**src/cia_pkg.sv**
```systemverilog
// ----------------------------------------------------------------------------
// cia_pkg
// Opcode and status codes and the word that moves along the divider row.
// ----------------------------------------------------------------------------
package cia_pkg;

  localparam int unsigned DW = 64;

  typedef enum logic [3:0] {
    FN_ADD = 4'd0,
    FN_SUB = 4'd1,
    FN_MUL = 4'd2,
    FN_DIV = 4'd3,
    FN_MOD = 4'd4,
    FN_EQ  = 4'd5,
    FN_NE  = 4'd6,
    FN_LT  = 4'd7,
    FN_GT  = 4'd8,
    FN_LE  = 4'd9,
    FN_GE  = 4'd10
  } func_t;

  typedef enum logic [1:0] {
    ST_OK   = 2'd0,
    ST_OVF  = 2'd1,
    ST_DIV0 = 2'd2
  } status_t;

  localparam logic [DW-1:0] MIN_VAL = {1'b1, {(DW-1){1'b0}}};

  typedef struct packed {
    logic [3:0]    func;
    logic          neg_a;
    logic          neg_b;
    logic [DW-1:0] divisor;
    logic [DW-1:0] rem;
    logic [DW-1:0] quo;
    logic [DW-1:0] value;
    status_t       status;
  } cell_t;

endpackage

```
**src/cia_div_cell.sv**
```systemverilog
// ----------------------------------------------------------------------------
// cia_div_cell
// One restoring divider cell: retires one quotient bit per word.
// ----------------------------------------------------------------------------
module cia_div_cell import cia_pkg::*; (
  input  logic  clk,
  input  logic  rst_n,
  input  logic  advance,
  input  logic  vld_in,
  input  cell_t d_in,
  output logic  vld_out,
  output cell_t d_out
);

  logic [DW:0] shifted, trial;
  cell_t       d_nxt;

  always_comb begin
    shifted = {d_in.rem, d_in.quo[DW-1]};
    trial   = shifted - {1'b0, d_in.divisor};
    d_nxt   = d_in;
    if (!trial[DW]) begin
      d_nxt.rem = trial[DW-1:0];
      d_nxt.quo = {d_in.quo[DW-2:0], 1'b1};
    end else begin
      d_nxt.rem = shifted[DW-1:0];
      d_nxt.quo = {d_in.quo[DW-2:0], 1'b0};
    end
  end

  logic  vld_r;
  cell_t d_r;

  always_ff @(posedge clk) begin
    if (!rst_n) vld_r <= 1'b0;
    else if (advance) vld_r <= vld_in;
    if (advance) d_r <= d_nxt;
  end

  assign vld_out = vld_r;
  assign d_out   = d_r;

endmodule

```
**config.mk**
```make
export PLATFORM = sky130hd
export DESIGN_NAME = cia_div_cell
export DESIGN_NICKNAME = d
export VERILOG_FILES = /design/src/cia_pkg.sv /design/src/cia_div_cell.sv
export SDC_FILE = /design/constraint.sdc
export NUM_CORES = 1
export LEC_CHECK = 0
export ABC_AREA = 1
export BUFFER_PORTS_ARGS = -buffer_cell sky130_fd_sc_hd__buf_2
export CORE_MARGIN = 5
export CORE_UTILIZATION = 33
export CTS_CLUSTER_SIZE = 10
export DETAILED_ROUTE_END_ITERATION = 10
export GPL_ROUTABILITY_DRIVEN = 0
export SETUP_SLACK_MARGIN = 0.02
export SKIP_LAST_GASP = 1
export SLEW_MARGIN = 25
export SYNTH_ARGS = -nofsm -noshare
export SYNTH_HDL_FRONTEND = slang
export SYNTH_SLANG_ARGS = --single-unit
```
**constraint.sdc**
```tcl
create_clock -name clk -period 3.9 [get_ports clk]
set_input_delay 0.78 -clock clk [delete_from_list [all_inputs] [get_ports clk]]
set_output_delay 0.78 -clock clk [all_outputs]
set_load 0.1 [all_outputs]
```
* Yosys cells after proc, flatten, opt, wreduce, memory -nomap -nowiden
Cells that the tools add are included.
** Storage, ports and cells
- Register bits :: 265
- Output and inout bits :: 265
- Logic and storage cells :: 11
** Operators by class
- Muxes and demuxes :: 1
- Add/subtract/negate cells :: 1
** Operators with widths (count)
- $mux W128 :: 1
- $sub A65 B64 Y65 :: 1

* Logic depth before layout (Yosys ltp)
Gate-level depths: netlist of run 1.
- Word-level depth :: 2
- Mapped depth :: 20
- Mapped depth without buffers :: 18

* Worst setup path after synthesis of run 1
OpenSTA, ideal clock, no wires.
- Kind :: input to register
- Start :: in d_in[129] (netlist name)
- End :: reg d_r (netlist bit d_out[171]), data pin
- Data arrival time :: 2.594 ns
- Required time :: 3.648 ns
- Setup time :: 0.252 ns
- Stages on the path :: 19
- Slack :: 1.054 ns
- Buffers on the path :: 2
- Cells stage by stage :: inv_1 > ha_1 > fa_1 > inv_1 > nand2_1 > nand2_1 > nand3_1 > nand2_2 > nand2_1 > nand2_2 > nand2_1 > nand2_2 > nand2_2 > nand3_1 > nand2_2 > buf_12 > buf_12 > nand2_2 > nand2_1
** RTL lines
- from (decl) :: RTL line cia_div_cell.sv:10 : input cell_t d_in,
- to (signal assigned) :: RTL line cia_div_cell.sv:37 : if (advance) d_r <= d_nxt;
- to (decl) :: RTL line cia_div_cell.sv:32 : cell_t d_r;

==> results.toml, run 1 <==
[sta]
hold_violations = 0
drv_slew = 0
slew-limit-headroom_pct = 49.0
setup_viol = 0
rsz0062_at_grt = "false"
min_period_ns = 2.98
clock_skew_ns = 0
tns_ns = 0
worst_pin_slew_ns = 0.765
fmax_ghz = 0.335
post-route-period-util_pct = 76.5

[power]
p_sw_w = 0.00436
ir_worst_vdd_v = 0.000381
seqPwrFrac_pct = 34.7
leakagePower_nw = 10.5
power_density_nw_per_um2 = 522
switching_share_pct = 42.6
clkPwrFrac_pct = 29.5
internal_power_w = 0.00587
combPwrFrac_pct = 35.8

[synthesis]
yosys.area.top_type = "edfxtp_1"
syn_area_um2 = 15200
netlist.area_leader.share_pct = 52.2
ys_seq_elements = 265
syn_area_per_cell_um2 = 8.11
yosysWarnings = 0
synth.distinct_cells = 32
synth_area_leaders = "edfxtp_1 52%, nand2_1 19%, inv_1 9.6%"
yosysSeqAreaShare_pct = 52.3
synthCells = 1872
syn_nets = 2205

[outcome]
status = "completed"

[clocking]
clock_sinks = 265
cts_buffer_depth = 3
cts_buffers = 35
root_buffer = "clkbuf_16"
clock_latency_ns = 0.54
path_clk_slew_ns = 0.05
hold_buffers = 0
cts-resized-gates = 0
htree_num_levels = 2
postCtsSetupBuffers = 0
cts_tree = "done"

[critical_path]
path_max_fanout = 64
reg2reg_from = "vld_out"
endpoint_kind = "register"
worst_ep_required_time_ns = 4.20
arrival_ns = 3.28
critPathLaunch = "d_in[129]"
criticalPathCategory = "in -> reg"
start_kind = "input port"

[layout]
seqCellArea_um2 = 7950
multi_input_area_um2 = 5620
final_common_cell = "nand2_1"
drive_gt1_share_pct = 25.6
mostFrequentLayoutCells = "788 x nand2_1, 531 x buf_2, 389 x inv_1"
fill_cells = 4726
layout.cells.non_filler = 3050
syn2layout_area_growth_pct = 29.0
fin_nets = 2767

[grt]
grt_pass1_vias = 13900
gr-total-overflow = 0
antenna_found_initial = 5
grt_max_degree = 77
grt_first_pass_wirelength_um = 86000
grt.total_usage_pct = 22.5

[drt]
first_pass_iters = 5
drt-wirelength-per-cell_um = 19.4
drt-vias-per-instance = 4.61
vias = 14100
totalWireLength_um = 59100
drc = 0
ant_nets = 0
drt_iter0_drc = 926

[flow_run]
timing.max_cap.violations = 0

[die]
initial_core_util_pct = 33.4
die_w_um = 225
core_area_um2 = 45500
fp.dieH_um = 225
placementRows = 78
dieArea_um2 = 50400
io_pins = 533

[placement]
portBuffers = 532
dp_hpwl_um = 49400
dp_cells = 2997

[worst_hold_path]
worstHoldStart = "d_in[91]"
hp-class = "in -> reg"
[power by group through the flow]
stage / clock, W / combinational [W] / sequential, W
2_1_floorplan: 0 / 0.000880 / 0.00556
3_3_place_gp: 0 / 0.00366 / 0.00360
3_5_place_dp: 0 / 0.00368 / 0.00360
4_1_cts: 0.00313 / 0.00369 / 0.00355
5_1_grt: 0.00324 / 0.00388 / 0.00357
6_report: 0.00302 / 0.00367 / 0.00355
[synth_stat cells (all sizes together)]
cell type,instances
a21oi,54
and3,2
buf,13
clkinv,1
dfxtp,1
edfxtp,264
fa,1
ha,64
inv,393
nand2,818
nand3,70
nand3b,1
nand4,17
nor2,111
nor3,12
nor4,4
o21ai,5
o21bai,8
or2,2
xnor2,1
xor2,30
[registers in the layout, indices dropped and copies added, names as in the netlist]
name,flops
vld_out,1
d_out,264
[worst max-delay path, stage by stage]
cell	delay, ns
buf_2	0.09
inv_1	0.04
ha_1	0.22
fa_1	0.46
inv_1	0.11
nand2_1	0.05
nand2_1	0.06
nand3_1	0.07
nand2_2	0.11
nand2_1	0.07
nand2_2	0.10
nand2_1	0.07
nand2_2	0.11
nand2_2	0.08
nand3_1	0.12
nand2_4	0.38
nand2_1	0.18
nand2_1	0.08
[metrics by stage]
step	area [um2]	total power, W	util, %	worst slack [ns]	hold WS (ns)
final	19600	0.0102	43.1	0.918	0.387
after global routing	19600	0.0107	43.1	0.640	0.370
after CTS	19600	0.0104	43.1	0.955	0.355
after detailed placement	18600	0.00728	40.8	0.369	0.531
after global placement	18600	0.00727	40.8	0.429	0.533
after floorplan	15200	0.00644	-	1.05	0.873
[logic make-up (layout without fill, tap and decap cells)]
family          after synthesis  after routing  share of synthesized area [%]
buf+inv                     407            984                           10.7
compound gates               67             67                           2.34
xor+xnor                     31             31                           1.79
fa+ha+maj                    65             65                           5.40
simple gates               1037           1037                           27.5
other cells                   0              1                              0
flops                       265            265                           52.3
[metal layers]
metal | wire [um] | GRT usage [%]
met5 | 26 | 0
met4 | 2020 | 7.62
met3 | 4450 | 4.48
met2 | 29200 | 39.7
met1 | 23400 | 27.8
[area by class of cell]
cell class / count / area share, %
Inverter: 394 / 7.55
Sequential cell: 265 / 40.6
Tap cell: 600 / 3.83
Multi-Input combinational cell: 1200 / 28.7
Clock inverter: 14 / 0.766
Clock buffer: 38 / 4.53
Antenna cell: 1 / 0.0128
Timing Repair Buffer: 538 / 14.1
[path summary, 6_finish.rpt]
path	end	slack [ns]	cells after the start
max	d_out[150]	0.92	18
min	d_out[92]	0.39	1
max reg2reg	vld_out	3.25	2
min reg2reg	vld_out	0.56	2
Power figures use the tool's default switching activity.
==> run 2, diff against run 1 <==
==> constraint.sdc (replaced) <==
create_clock -name clk -period 3.11 [get_ports clk]
set_input_delay 0.622 -clock clk [delete_from_list [all_inputs] [get_ports clk]]
set_output_delay 0.622 -clock clk [all_outputs]
set_load 0.1 [all_outputs]
==> results.toml, run 2 (synthesis gave the netlist of run 1 again) <==
[outcome]
status = "completed"

[layout]
fin_nets = 2793
mostFrequentLayoutCells = "788 x nand2_1, 531 x buf_2, 389 x inv_1"
syn2layout_area_growth_pct = 30.5
final_common_cell = "nand2_1"
drive_gt1_share_pct = 26.2
final_area_um2 = 19800
largest_reg_flops = 264
fin_util_pct = 43.6

[grt]
gr-total-overflow = 0
antenna_found_initial = 9
grt_first_pass_wirelength_um = 86500
grt_max_degree = 62
grt.total_usage_pct = 22.6
grt_pass1_vias = 14000

[die]
dieArea_um2 = 50400
initial_core_util_pct = 33.4
die_w_um = 225
placementRows = 78
io_pins = 533
fp.dieH_um = 225
core_area_um2 = 45500

[power]
ir_worst_vdd_v = 0.000447
leakagePower_nw = 10.7
power_density_nw_per_um2 = 642

[clocking]
cts-resized-gates = 0
cts_tree = "done"
cts_buffers = 34
htree_num_levels = 2
hold_buffers = 0
cts_buffer_depth = 3
clock_latency_ns = 0.53
path_clk_slew_ns = 0.06
root_buffer = "clkbuf_16"
clock_sinks = 265
postCtsSetupBuffers = 0

[critical_path]
endpoint_kind = "register"
arrival_ns = 2.74
criticalPathCategory = "in -> reg"
reg2reg_depth = 2
worst_ep_required_time_ns = 3.40
start_kind = "input port"
critPathLaunch = "d_in[235]"
endpoint = "d_out[179]"
reg2reg_from = "vld_out"
r2r_slack_ns = 2.43
path_max_fanout = 29
timing.rr.end = "vld_out"

[sta]
tns_ns = 0
worst_pin_slew_ns = 0.587
clock_skew_ns = 0
hold_violations = 0
fmax_ghz = 0.408
min_period_ns = 2.45
slew-limit-headroom_pct = 61.1
setup_viol = 0
holdWs_ns = 0.251
rsz0062_at_grt = "false"
drv_slew = 0
post-route-period-util_pct = 78.9

[drt]
first_pass_iters = 5
totalWireLength_um = 60200
drt_iter0_drc = 1004
vias = 14200
ant_nets = 0
drt-vias-per-instance = 4.61
drc = 0
drt-wirelength-per-cell_um = 19.5

[placement]
portBuffers = 532
post_dp_cell_area_um2 = 18800
dp_hpwl_um = 50400

[worst_hold_path]
hp-class = "in -> reg"

[flow_run]
timing.max_cap.violations = 0
-- run 2: layer usage --
layer,part of all wire (%),global-route usage [%],up-vias
met5,0.17,0,-
met1,40,27.6,6508
li1,-,-,6970
met3,7.4,4.89,113
met4,3.2,6.64,14
met2,49,40.4,596
-- run 2: per-stage QoR --
step                      worst slack (ns)  power [W]  cells
after CTS                            0.668     0.0129   3080
after global routing                 0.503     0.0133   3080
after floorplan                      0.422    0.00808   1872
final                                0.656     0.0127   3083
after global placement               0.134    0.00918   3024
after detailed placement            0.0998    0.00921   3024
-- run 2: worst max-delay path, cell delays in order --
cell and delay (ns):
buf_2 0.09, inv_1 0.04, ha_1 0.34, nand2_1 0.17
nor2_1 0.23, inv_1 0.10, nor2_2 0.13, nand2_1 0.12
nor4_2 0.21, nand2_2 0.11, nand3_1 0.13, nand2_4 0.11
buf_12 0.18, nand2_1 0.08, nand2_1 0.06
-- run 2: power breakdown --
part / total [W] / internal, W / switching, W
combinational: 0.00467 / 0.000846 / 0.00383
clock: 0.00360 / 0.00207 / 0.00153
sequential: 0.00445 / 0.00435 / 0.000105
total: 0.0127 / 0.00726 / 0.00546
-- run 2: how the worst min path moves through the flow --
stage | from | endpoint | slack, ns | cells past startpoint
2_1_floorplan | advance | vld_out | 0.72 | 1
3_3_place_gp | vld_out | vld_out | 0.55 | 2
3_5_place_dp | vld_out | vld_out | 0.56 | 2
4_1_cts | d_in[0] | d_out[0] | 0.22 | 1
5_1_grt | d_in[73] | d_out[74] | 0.23 | 1
6_report | d_in[108] | d_out[109] | 0.25 | 1
-- run 2: layout make-up --
class,instances,area [um2]
Fill cell,4793,25700
Sequential cell,265,7950
Multi-Input combinational cell,1200,5620
Timing Repair Buffer,565,3020
Inverter,394,1480
Clock buffer,48,925
Tap cell,600,751
Clock inverter,8,61.3
Antenna cell,3,7.51
==> run 3, diff against run 2 <==
==> constraint.sdc (replaced) <==
create_clock -name clk -period 2.4 [get_ports clk]
set_input_delay 0.48 -clock clk [delete_from_list [all_inputs] [get_ports clk]]
set_output_delay 0.48 -clock clk [all_outputs]
set_load 0.1 [all_outputs]
==> results.toml, run 3 (synthesis gave the netlist of run 1 again) <==
[drt]
drt_iter0_drc = 1117
drt-wirelength-per-cell_um = 18.9
totalWireLength_um = 62600
first_pass_iters = 6
drt-vias-per-instance = 4.55
drc = 0
ant_nets = 0
vias = 15100

[grt]
grt_pass1_vias = 15200
grt_first_pass_wirelength_um = 90200
grt_max_degree = 62
antenna_found_initial = 7
grt.total_usage_pct = 23.5
gr-total-overflow = 0

[placement]
post_dp_cell_area_um2 = 20600
dp_hpwl_um = 52000
portBuffers = 532
dp_cells = 3261

[layout]
fin_util_pct = 47.6
final_area_um2 = 21600
final_common_cell = "nand2_1"
syn2layout_area_growth_pct = 42.5
largest_reg_flops = 264
layout.cells.non_filler = 3318
drive_gt1_share_pct = 33.2
mostFrequentLayoutCells = "785 x nand2_1, 531 x buf_2, 387 x inv_1"
fin_nets = 3032

[critical_path]
criticalPathCategory = "in -> reg"
endpoint_kind = "register"
arrival_ns = 2.67
worst_ep_required_time_ns = 2.79
path_max_fanout = 10
start_kind = "input port"

[sta]
hold_violations = 0
rsz0062_at_grt = "true"
post-route-period-util_pct = 94.9
slew-limit-headroom_pct = 58.3
fmax_ghz = 0.439
drv_slew = 0
min_period_ns = 2.28
clock_skew_ns = 0
tns_ns = 0
holdWs_ns = 0.112
setup_viol = 0
worst_pin_slew_ns = 0.630

[clocking]
htree_num_levels = 2
cts_buffers = 35
cts_buffer_depth = 3
clock_latency_ns = 0.54
root_buffer = "clkbuf_16"
clock_sinks = 265
cts_tree = "done"
postCtsSetupBuffers = 0
path_clk_slew_ns = 0.06

[outcome]
status = "completed"

[die]
placementRows = 78
dieArea_um2 = 50400
core_area_um2 = 45500
io_pins = 533
die_w_um = 225
fp.dieH_um = 225
initial_core_util_pct = 33.4

[flow_run]
timing.max_cap.violations = 0

[power]
power_density_nw_per_um2 = 784
ir_worst_vdd_v = 0.000655
leakagePower_nw = 11.8

[worst_hold_path]
hp-class = "in -> reg"
-- run 3: final cells by class --
class / count / area, um2
clock buffers: 41 / 898
fillers: 4538 / 23800
clock inverters: 11 / 80.1
multi-input cells: 1200 / 5660
flip-flops and latches: 265 / 7950
diodes: 4 / 10.0
inverters: 394 / 1490
well taps: 600 / 751
repair buffers: 803 / 4800
-- run 3: repair_timing --
action / 4_1_cts / 5_1_grt
hold buffers: 0 / 0
resized for setup: 0 / 3
setup endpoints to repair: 0 / 61
-- run 3: worst max-delay path: stages --
cell	delay, ns
buf_2	0.10
inv_1	0.04
ha_1	0.30
nand2_1	0.09
inv_1	0.07
nand2_1	0.15
nor2_2	0.23
nand2_1	0.11
nor4_2	0.22
nand2_2	0.13
nand2_2	0.09
nand2_2	0.05
nand2_2	0.15
buf_4	0.23
nand2_1	0.11
nand2_1	0.09
-- run 3: layer usage --
layer  GRT usage (%)  vias to the layer above  part of all wire [%]
met4            8.47                        6                   4.1
met1            27.7                     6915                    39
met3            5.18                      130                   7.7
met5               0                        -                 0.062
met2            42.1                      592                    49
li1                -                     7450                     -
-- run 3: path summary, 6_finish.rpt --
| check | cells past startpoint | to | slack, ns | start |
|---|---|---|---|---|
| max | 16 | d_out[157] | 0.12 | d_in[233] |
| min | 1 | d_out[118] | 0.11 | d_in[117] |
| max reg2reg | 2 | vld_out | 1.78 | vld_out |
| min reg2reg | 2 | vld_out | 0.55 | vld_out |
-- run 3: where the power goes --
part	internal, W	switching (W)	total, W
Sequential	0.00563	0.000145	0.00578
Combinational	0.00148	0.00510	0.00658
Clock	0.00265	0.00195	0.00461
Total	0.00977	0.00720	0.0170
-- run 3: stage by stage --
stage | total power (W) | worst slack (ns)
2_1_floorplan | 0.0105 | -0.0114
4_1_cts | 0.0171 | 0.123
5_1_grt | 0.0177 | -0.000423
3_3_place_gp | 0.0124 | -0.408
3_5_place_dp | 0.0124 | -0.445
6_report | 0.0170 | 0.122
